$ cat src/hdl/vwbp_pkg.sv
// Shared constants and types for the variable width bit packer.
// Used by vwbp_pack, vwbp_frame_queue and variable_width_bit_packer_core.
// No dependencies.
`default_nettype none

package vwbp_pkg;

  localparam int BUFFER_BYTES = 32;
  localparam int WORD_W       = 64;
  localparam int WIDTH_W      = 7;
  localparam int NUM_WORDS    = (BUFFER_BYTES + 7) / 8;
  localparam int BUF_W        = NUM_WORDS * WORD_W;
  localparam int CAP_BITS     = BUFFER_BYTES * 8;
  localparam int FILL_W       = $clog2(CAP_BITS);
  localparam int SUM_W        = $clog2(CAP_BITS + WORD_W + 1);
  localparam int WIDX_W       = (NUM_WORDS > 1) ? $clog2(NUM_WORDS) : 1;
  localparam int QUEUE_DEPTH  = 2;
  localparam int PTR_W        = (QUEUE_DEPTH > 1) ? $clog2(QUEUE_DEPTH) : 1;
  localparam int CNT_W        = $clog2(QUEUE_DEPTH + 1);
  localparam int IN_TDATA_W   = ((WORD_W + WIDTH_W + 7) / 8) * 8;

  typedef enum logic {
    ACT_WRITE = 1'b0,
    ACT_FLUSH = 1'b1
  } action_t;

  // One completed buffer handed from the packer to the output queue.
  typedef struct packed {
    logic             valid;
    logic [BUF_W-1:0] data;
  } frame_push_t;

endpackage

`default_nettype wire

$ cat src/hdl/vwbp_pack.sv
// Packing datapath: holds the wide pack buffer and fill count, appends fields
// and produces completed frames. Depends on vwbp_pkg.
`default_nettype none

module vwbp_pack (
  input  wire                                 clk,
  input  wire                                 rst_n,
  input  wire                                 in_acc,
  input  wire                                 action,
  input  wire  [vwbp_pkg::WORD_W-1:0]         field_value,
  input  wire  [vwbp_pkg::WIDTH_W-1:0]        field_width,
  output vwbp_pkg::frame_push_t               push
);

  localparam int BUF_W  = vwbp_pkg::BUF_W;
  localparam int WORD_W = vwbp_pkg::WORD_W;
  localparam int FILL_W = vwbp_pkg::FILL_W;
  localparam int SUM_W  = vwbp_pkg::SUM_W;
  localparam int WID_W  = vwbp_pkg::WIDTH_W;

  logic [BUF_W-1:0]  buf_r,  buf_nxt;
  logic [FILL_W-1:0] fill_r, fill_nxt;

  logic [WID_W-1:0]  w_cl;
  logic [WORD_W-1:0] v_m;
  logic [SUM_W-1:0]  sum;
  logic [SUM_W-1:0]  room;
  logic              wr_full;
  logic [WID_W-1:0]  t_sh;
  logic [WID_W-1:0]  r_low;
  logic [5:0]        pad;
  logic [WID_W-1:0]  shamt;
  logic [WORD_W-1:0] ins;
  logic [BUF_W-1:0]  shifted;
  logic              emit;

  function automatic logic [WORD_W-1:0] low_mask(input logic [WID_W-1:0] n);
    logic [WORD_W-1:0] m;
    if (n >= WID_W'(WORD_W)) begin
      m = '1;
    end else begin
      m = (WORD_W'(1) << n) - WORD_W'(1);
    end
    return m;
  endfunction

  assign w_cl    = (field_width > WID_W'(WORD_W)) ? WID_W'(WORD_W) : field_width;
  assign v_m     = field_value & low_mask(w_cl);
  assign sum     = SUM_W'(fill_r) + SUM_W'(w_cl);
  assign room    = SUM_W'(vwbp_pkg::CAP_BITS) - SUM_W'(fill_r);
  assign wr_full = (sum >= SUM_W'(vwbp_pkg::CAP_BITS));
  // room is 1..64 whenever the field reaches capacity
  assign t_sh    = room[WID_W-1:0];
  assign r_low   = w_cl - t_sh;
  assign pad     = room[5:0];

  // pick shift amount and inserted bits for the single buffer shifter
  always_comb begin
    shamt = w_cl;
    ins   = v_m;
    if (action == vwbp_pkg::ACT_FLUSH) begin
      shamt = {1'b0, pad};
      ins   = '0;
    end else if (wr_full) begin
      shamt = t_sh;
      ins   = v_m >> r_low;
    end
  end

  assign shifted = (buf_r << shamt) | BUF_W'(ins);

  always_comb begin
    buf_nxt  = buf_r;
    fill_nxt = fill_r;
    emit     = 1'b0;
    if (in_acc) begin
      if (action == vwbp_pkg::ACT_FLUSH) begin
        if (fill_r != '0) begin
          emit     = 1'b1;
          buf_nxt  = '0;
          fill_nxt = '0;
        end
      end else if (w_cl != '0) begin
        if (wr_full) begin
          // low bits of a split field start the next buffer
          emit     = 1'b1;
          buf_nxt  = BUF_W'(v_m & low_mask(r_low));
          fill_nxt = FILL_W'(r_low);
        end else begin
          buf_nxt  = shifted;
          fill_nxt = FILL_W'(sum);
        end
      end
    end
  end

  assign push.valid = emit;
  assign push.data  = shifted;

  always_ff @(posedge clk) begin
    if (!rst_n) begin
      buf_r  <= '0;
      fill_r <= '0;
    end else begin
      buf_r  <= buf_nxt;
      fill_r <= fill_nxt;
    end
  end

`ifndef SYNTHESIS
  a_fill_below_cap: assert property (@(posedge clk) disable iff (!rst_n)
    int'(fill_r) < vwbp_pkg::CAP_BITS)
    else $error("fill count reached capacity");

  a_flush_clears: assert property (@(posedge clk) disable iff (!rst_n)
    (in_acc && action == vwbp_pkg::ACT_FLUSH && fill_r != '0) |=> (fill_r == '0))
    else $error("flush did not clear fill count");

  a_write_fills: assert property (@(posedge clk) disable iff (!rst_n)
    (in_acc && action == vwbp_pkg::ACT_WRITE && w_cl != '0 && !wr_full)
      |=> (fill_r != '0))
    else $error("partial write left buffer empty");
`endif

endmodule

`default_nettype wire

$ cat src/hdl/vwbp_frame_queue.sv
// Output queue of completed frames and word serializer, least significant
// word first. Depends on vwbp_pkg.
`default_nettype none

module vwbp_frame_queue (
  input  wire                             clk,
  input  wire                             rst_n,
  input  vwbp_pkg::frame_push_t           push,
  output logic                            space,
  output logic                            out_tvalid,
  input  wire                             out_tready,
  output logic [vwbp_pkg::WORD_W-1:0]     out_tdata,
  output logic                            out_tlast
);

  localparam int DEPTH  = vwbp_pkg::QUEUE_DEPTH;
  localparam int PTR_W  = vwbp_pkg::PTR_W;
  localparam int CNT_W  = vwbp_pkg::CNT_W;
  localparam int WIDX_W = vwbp_pkg::WIDX_W;
  localparam int WORD_W = vwbp_pkg::WORD_W;

  logic [vwbp_pkg::BUF_W-1:0] mem_r [DEPTH];
  logic [PTR_W-1:0]  wr_ptr_r, wr_ptr_nxt;
  logic [PTR_W-1:0]  rd_ptr_r, rd_ptr_nxt;
  logic [CNT_W-1:0]  cnt_r,    cnt_nxt;
  logic [WIDX_W-1:0] widx_r,   widx_nxt;
  logic              pop_word;
  logic              pop_frame;

  assign space      = (cnt_r != CNT_W'(DEPTH));
  assign out_tvalid = (cnt_r != '0);
  assign out_tlast  = (widx_r == WIDX_W'(vwbp_pkg::NUM_WORDS - 1));
  assign out_tdata  = mem_r[rd_ptr_r][int'(widx_r) * WORD_W +: WORD_W];
  assign pop_word   = out_tvalid && out_tready;
  assign pop_frame  = pop_word && out_tlast;

  always_comb begin
    wr_ptr_nxt = wr_ptr_r;
    rd_ptr_nxt = rd_ptr_r;
    widx_nxt   = widx_r;
    cnt_nxt    = cnt_r;
    if (push.valid) begin
      wr_ptr_nxt = (wr_ptr_r == PTR_W'(DEPTH - 1)) ? '0 : wr_ptr_r + PTR_W'(1);
    end
    if (pop_word) begin
      if (out_tlast) begin
        widx_nxt   = '0;
        rd_ptr_nxt = (rd_ptr_r == PTR_W'(DEPTH - 1)) ? '0 : rd_ptr_r + PTR_W'(1);
      end else begin
        widx_nxt = widx_r + WIDX_W'(1);
      end
    end
    if (push.valid && !pop_frame) begin
      cnt_nxt = cnt_r + CNT_W'(1);
    end else if (!push.valid && pop_frame) begin
      cnt_nxt = cnt_r - CNT_W'(1);
    end
  end

  always_ff @(posedge clk) begin
    if (push.valid) begin
      mem_r[wr_ptr_r] <= push.data;
    end
  end

  always_ff @(posedge clk) begin
    if (!rst_n) begin
      wr_ptr_r <= '0;
      rd_ptr_r <= '0;
      cnt_r    <= '0;
      widx_r   <= '0;
    end else begin
      wr_ptr_r <= wr_ptr_nxt;
      rd_ptr_r <= rd_ptr_nxt;
      cnt_r    <= cnt_nxt;
      widx_r   <= widx_nxt;
    end
  end

`ifndef SYNTHESIS
  a_cnt_bound: assert property (@(posedge clk) disable iff (!rst_n)
    int'(cnt_r) <= DEPTH)
    else $error("frame queue count overflow");

  a_no_push_full: assert property (@(posedge clk) disable iff (!rst_n)
    push.valid |-> (cnt_r != CNT_W'(DEPTH)))
    else $error("frame pushed into full queue");

  a_idle_word_idx: assert property (@(posedge clk) disable iff (!rst_n)
    (cnt_r == '0) |-> (widx_r == '0))
    else $error("word index moved with empty queue");
`endif

endmodule

`default_nettype wire

$ cat src/hdl/variable_width_bit_packer_core.sv
// Top level of the variable width bit packer: stream ports, packing datapath
// and frame output queue. Depends on vwbp_pkg, vwbp_pack, vwbp_frame_queue.
`default_nettype none

// Packs fields of 1 to 64 bits into a 256-bit buffer (BUFFER_BYTES = 32) that
// behaves as one wide integer; each field shifts the buffer left and lands in
// the low bits. A full buffer, or a flush of a non-empty one padded to a 64-bit
// boundary, is emitted as four 64-bit words, least significant first, with
// tlast on the fourth. One input transaction is taken per cycle while
// in_tready is high, and its effect on the buffer is complete in that cycle.
// Emitted buffers wait in a two-frame queue and leave at one word per cycle
// while out_tready is high; in_tready drops only while both slots are occupied.
module variable_width_bit_packer_core (
  input  wire                                clk,
  input  wire                                rst_n,
  input  wire                                in_tvalid,
  output logic                               in_tready,
  // [63:0] field_value, [70:64] field_width, [71] zero
  input  wire  [vwbp_pkg::IN_TDATA_W-1:0]    in_tdata,
  // [0] action
  input  wire                                in_tuser,
  output logic                               out_tvalid,
  input  wire                                out_tready,
  // [63:0] out_word
  output logic [vwbp_pkg::WORD_W-1:0]        out_tdata,
  // last_word
  output logic                               out_tlast
);

  localparam int WORD_W = vwbp_pkg::WORD_W;
  localparam int WID_W  = vwbp_pkg::WIDTH_W;

  vwbp_pkg::frame_push_t push;
  logic                  space;
  logic                  in_acc;

  assign in_tready = space;
  assign in_acc    = in_tvalid && in_tready;

  vwbp_pack u_pack (
    .clk         (clk),
    .rst_n       (rst_n),
    .in_acc      (in_acc),
    .action      (in_tuser),
    .field_value (in_tdata[WORD_W-1:0]),
    .field_width (in_tdata[WORD_W+WID_W-1:WORD_W]),
    .push        (push)
  );

  vwbp_frame_queue u_queue (
    .clk        (clk),
    .rst_n      (rst_n),
    .push       (push),
    .space      (space),
    .out_tvalid (out_tvalid),
    .out_tready (out_tready),
    .out_tdata  (out_tdata),
    .out_tlast  (out_tlast)
  );

endmodule

`default_nettype wire
$ cat config.mk
export PLATFORM = sky130hd
export DESIGN_NAME = variable_width_bit_packer_core
export DESIGN_NICKNAME = d
export VERILOG_FILES = /design/src/hdl/vwbp_pkg.sv /design/src/hdl/vwbp_pack.sv /design/src/hdl/vwbp_frame_queue.sv /design/src/hdl/variable_width_bit_packer_core.sv
export SDC_FILE = /design/constraint.sdc
export NUM_CORES = 2
export LEC_CHECK = 0
export BUFFER_PORTS_ARGS = -buffer_cell sky130_fd_sc_hd__buf_2
export CORE_ASPECT_RATIO = 1.25
export CORE_MARGIN = 5
export CORE_UTILIZATION = 50
export CTS_CLUSTER_SIZE = 20
export DETAILED_ROUTE_END_ITERATION = 8
export PLACE_DENSITY = 0.68
export SLEW_MARGIN = 10
export SYNTH_ARGS = -nofsm -noshare
export SYNTH_HDL_FRONTEND = slang
export SYNTH_SLANG_ARGS = --single-unit
$ cat constraint.sdc
create_clock -name clk -period 32.7 [get_ports clk]
set_input_delay 3.27 -clock clk [delete_from_list [all_inputs] [get_ports clk]]
set_output_delay 3.27 -clock clk [all_outputs]
set_load 0.005 [all_outputs]
==> out/results.tsv, run 1 <==
stage	metric	value	unit
run_status	status	did not finish	
run_status	Fail Step	global routing	
run_status	Halt Reason	[ERROR GRT-0116] Global routing finished with congestion. Check the congestion regions in the DRC Viewer.	
grt	gr ovfl total	341	
place	dpl hpwl	274600	um
die	starting density of the core	0.5019	
die	row cnt	139	
grt	Total GRT Usage	0.6900	
clocking	cts hold-fix bufs	0	
synth	Post-Syn Nets	6012	
synth	number of flops mapped to enable cells by yosys	512	
clocking	CTS Buffer Depth	3	
clocking	CTS Sinks	783	
synth	sequential area share after synthesis	0.3616	
synth	main flop type after synthesis	edfxtp_1	
synth	Netlist Area Pre-Place	0.05753	mm2
clocking	htree depth	3	
synth	Yosys top cell by area	edfxtp_1	
die	IO Pins	144	
synth	Async S/R FF share, synth	0	
synth	count leader, synth	mux2i_1	
clocking	Setup Buffers After CTS	0	
synth	Synth top area share	0.2673	
grt	global-route wire length before repair	605300	um
clocking	root buffer selected by CTS	clkbuf_16	
place	I/O Buffers	142	
synth	top post-synthesis cells by count	mux2i_1 (734), nand2_1 (520), edfxtp_1 (512)	
place	placed cell areas	0.05990	mm2
clocking	post_cts resized	0	
synth	Yosys warning count	0	
synth	Mapped Avg Cell Area	9.726	um2
synth	Synth cell types	101	
synth	Mapped Cells	5915	
clocking	CTS Buf Count	76	
grt	vias in the first global route	65870	
place	GP Congestion	1.177	
die	Die H	389.2	um
die	Die Wd	313.4	um
synth	#FFs+latches synth	783	
grt	largest net degree at the start of global routing	189	
place	placed instance count	7199	
synth	top cells by area, synth	edfxtp_1 (27%), mux2i_1 (13%), dfxtp_1 (9.4%)	
per-layer routing:
| metal | global-route usage | GRT overflow |
|---|---|---|
| met5 | 0.1108 | 0 |
| met4 | 0.6896 | 137 |
| met3 | 0.5005 | 2 |
| met2 | 0.8779 | 200 |
| met1 | 0.7007 | 2 |
cells by family after synthesis:
logic type | after synthesis | synth area share
AO/OA/AOI/OAI | 1969 | 0.2461
XOR/XNOR | 30 | 0.004807
adder cells (fa/ha/maj) | 21 | 0.004785
buffers and inverters | 599 | 0.04517
flip-flops | 783 | 0.3616
multiplexers | 1112 | 0.2301
AND/OR/NAND/NOR | 1401 | 0.1074
metrics by stage:
stage	util	setup slack [ps]
after CTS	0.5459	21670
after floorplan	-	8192
after global placement	0.5226	21030
after detailed placement	0.5227	20930
==> inputs of run 2 (changes only) <==
- CORE_ASPECT_RATIO: 1.25 -> default
- CORE_UTILIZATION: 50 -> 35
- CTS_CLUSTER_SIZE: 20 -> default
- PLACE_DENSITY: 0.68 -> default
- PLACE_DENSITY_LB_ADDON: default -> 0.15
==> run 2 against run 1 <==
Net effect: the flow now finishes, with violations (design-rule violations); area after synthesis unchanged; synthesized cell count did not move.
==> out/results.tsv, run 2 <==
stage	metric	value	unit	change
clocking	CTS Buffer Depth	3		unchanged
grt	antenna violations before repair	30		
run_status	violated checks	design-rule violations		
min_path	hold endpoint	u_pack.buf_r[84]		
synth	number of flops mapped to enable cells by yosys	512		unchanged
power	leakage	0.02423	uW	
run_status	status	finished with violations		
final_layout	Post-Layout Inst Area	0.06365	mm2	
final_layout	share of cells above drive strength 1	0.1689		
die	core area	0.1631	mm2	
grt	global-route wire length before repair	475900	um	
die	Die Wd	415.4	um	+33%
worst_setup_path	Setup crit start kind	input pin		
synth	Async S/R FF share, synth	0		unchanged
die	Die H	415.4	um	+6.7%
synth	top cells by area, synth	edfxtp_1 (27%), mux2i_1 (13%), dfxtp_1 (9.4%)		
synth	Synth cell types	101		unchanged
synth	#FFs+latches synth	783		unchanged
synth	Netlist Area Pre-Place	0.05753	mm2	unchanged
grt	Total GRT Usage	0.3937		
final_layout	commonest cells after routing, fill and taps aside	mux2i_1 (733), edfxtp_1 (512), nand2_1 (508)		
die	starting density of the core	0.3526		-0.1493
grt	vias in the first global route	53190		
min_path	Hold Path Cell Cnt	2		
worst_setup_path	crit path DAT	12410	ps	
synth	sequential area share after synthesis	0.3616		unchanged
synth	count leader, synth	mux2i_1		
timing	Worst Max-Slew Pin Slew	1470	ps	
worst_setup_path	CP Data Required Time	33140	ps	
power	Cell Pwr Density	57.69	mW/mm2	
place	placed cell areas	0.06064	mm2	+1.2%
die	IO Pins	144		unchanged
final_layout	Biggest register	u_queue.mem_r		
drt	vias per cell	7.150		
clocking	Worst-Skew Late Latency	760	ps	
clocking	htree depth	3		unchanged
drt	DRT Pass-1 Iters	9		
final_layout	synthesis-to-layout area growth	10.64	%	
synth	Mapped Cells	5915		unchanged
drt	via count	57760		
timing	min Tclk post-route	11970	ps	
clocking	TritonCTS clock tree	done		
timing	Fin Setup TNS	0	ps	
drt	drt drc	7		
job	number of max-cap violations	0		
grt	gr ovfl total	0		
clocking	Setup Buffers After CTS	0		unchanged
die	row cnt	148		+6.5%
clocking	root buffer selected by CTS	clkbuf_16		
synth	Synth top area share	0.2673		unchanged
synth	Post-Syn Nets	6012		unchanged
timing	Setup Viol. Count Final	0		
timing	period utilization	0.3659		
final_layout	max reg flops	512		
worst_setup_path	r2r endpoint	u_queue.mem_r[0][246]		
die	die footprint	0.1726	mm2	
timing	Setup Skew	78.73	ps	
timing	RSZ-0062 raised after global routing	false		
worst_setup_path	reg2reg start	u_pack.fill_r[0]		
clocking	CTS Buf Count	89		+17%
clocking	cts hold-fix bufs	0		unchanged
synth	main flop type after synthesis	edfxtp_1		
final_layout	biggest regs	u_queue.mem_r (512), u_pack.buf_r (256), u_pack.fill_r (8)		
min_path	HP Class	reg2reg		
synth	top post-synthesis cells by count	mux2i_1 (734), nand2_1 (520), edfxtp_1 (512)		
final_layout	filler-free cell count of the finished design	8078		
final_layout	most common cell after layout, fill and taps aside	mux2i_1		
drt	post-route ant nets	0		
synth	Yosys top cell by area	edfxtp_1		
drt	Iter 0 DRT Violations	9372		
place	dpl hpwl	271200	um	-1.2%
worst_setup_path	FF-to-FF path depth	17		
place	placed instance count	7888		+9.6%
timing	Slew headroom	0.01989		
power	Max VDD drop	0.05690	mV	
final_layout	nets	5901		
synth	Mapped Avg Cell Area	9.726	um2	unchanged
final_layout	fillers	16380		
clocking	clock-pin slew on the worst setup and hold paths	60	ps	
timing	final-report hold violation count	0		
timing	f_max	83.57	MHz	
timing	Slew Viols, Final	0		
grt	largest net degree at the start of global routing	125		
worst_setup_path	Max Fanout on Critical Path	124		
worst_setup_path	WS Path Type	in2reg		
worst_setup_path	CP Capture Type	register		
place	GP Congestion	1.043		-11%
final_layout	Final Core Density	0.3901		
clocking	CTS Sinks	783		unchanged
place	I/O Buffers	142		unchanged
min_path	Hold Path Origin	u_pack.buf_r[84]		
drt	mean routed wirelength per cell	44.14	um	
synth	Yosys warning count	0		unchanged
power	Total Power	3672	uW	
drt	wirelength, routed	356600	um	
clocking	post_cts resized	0		unchanged
worst_setup_path	register-to-register setup slack	24210	ps	
-- run 2: final cells by class --
cell class / instances / area [um2] / area share
flip-flops and latches: 783 / 20810 / 0.3270
clock inverters: 35 / 478.0 / 0.007509
repair buffers: 362 / 2400 / 0.03770
diodes: 25 / 62.56 / 0.0009829
inverters: 35 / 131.4 / 0.002064
well taps: 2175 / 2721 / 0.04276
multi-input cells: 4533 / 34570 / 0.5432
clock buffers: 130 / 2471 / 0.03882
-- run 2: worst max path at each step --
| stage | slack, ps | end | cells past startpoint | start |
|---|---|---|---|---|
| 3_3_place_gp | 20500 | u_queue.mem_r[0][246] | 22 | in_tdata[70] |
| 3_5_place_dp | 20450 | u_queue.mem_r[1][246] | 22 | in_tdata[70] |
| 5_1_grt | 20880 | u_pack.buf_r[246] | 22 | in_tdata[70] |
| 6_report | 20730 | u_queue.mem_r[0][246] | 22 | in_tdata[70] |
| 4_1_cts | 21240 | u_queue.mem_r[0][246] | 22 | in_tdata[70] |
| 2_1_floorplan | 8190 | u_queue.mem_r[0][0] | 14 | in_tdata[68] |
-- run 2: per-stage QoR --
step | setup WS [ps] | hold slack, ps
finish | 20730 | 476.5
global route | 20880 | 494.8
CTS | 21240 | 467.7
detailed placement | 20450 | 459.9
global placement | 20500 | 448.3
floorplan | 8192 | 430.2
-- run 2: routing by layer --
layer / GRT usage / up-vias / wire (um) / part of all wire
met4: 0.3131 / 16 / 37090 / 0.10
met2: 0.5782 / 4295 / 148500 / 0.42
met3: 0.08567 / 1156 / 34230 / 0.096
li1: - / 23220 / - / -
met1: 0.4994 / 29070 / 136600 / 0.38
met5: 0 / - / 108 / 0.00030
-- run 2: worst max-delay path: stages --
cell,delay (ps)
buf_2,70
buf_4,480
inv_1,560
nand2_1,290
inv_1,60
ha_1,210
fa_1,450
a21o_1,210
nand3_2,170
a211oi_2,210
nor2_4,640
buf_4,640
buf_12,540
buf_4,700
mux2i_1,640
mux2i_1,290
mux2i_1,490
o22ai_1,130
or2_2,370
mux2_2,290
a221oi_1,1200
inv_1,160
-- run 2: kinds of logic (layout without fill, tap and decap cells) --
group	count (synthesis)	after routing	synth area share
flops	783	783	0.3616
other cells	0	25	0
mux	1112	1112	0.2301
simple gates	1401	1401	0.1074
fa+ha+maj	21	21	0.004785
xor+xnor	30	30	0.004807
buf+inv	599	562	0.04517
compound gates	1969	1969	0.2461
-- run 2: power by group --
part	internal, uW	total (uW)	switching (uW)
Combinational	384	1480	1100
Sequential	1130	1160	33.8
Clock	572	1030	455
No activity file was read; power rests on OpenSTA's default activity.
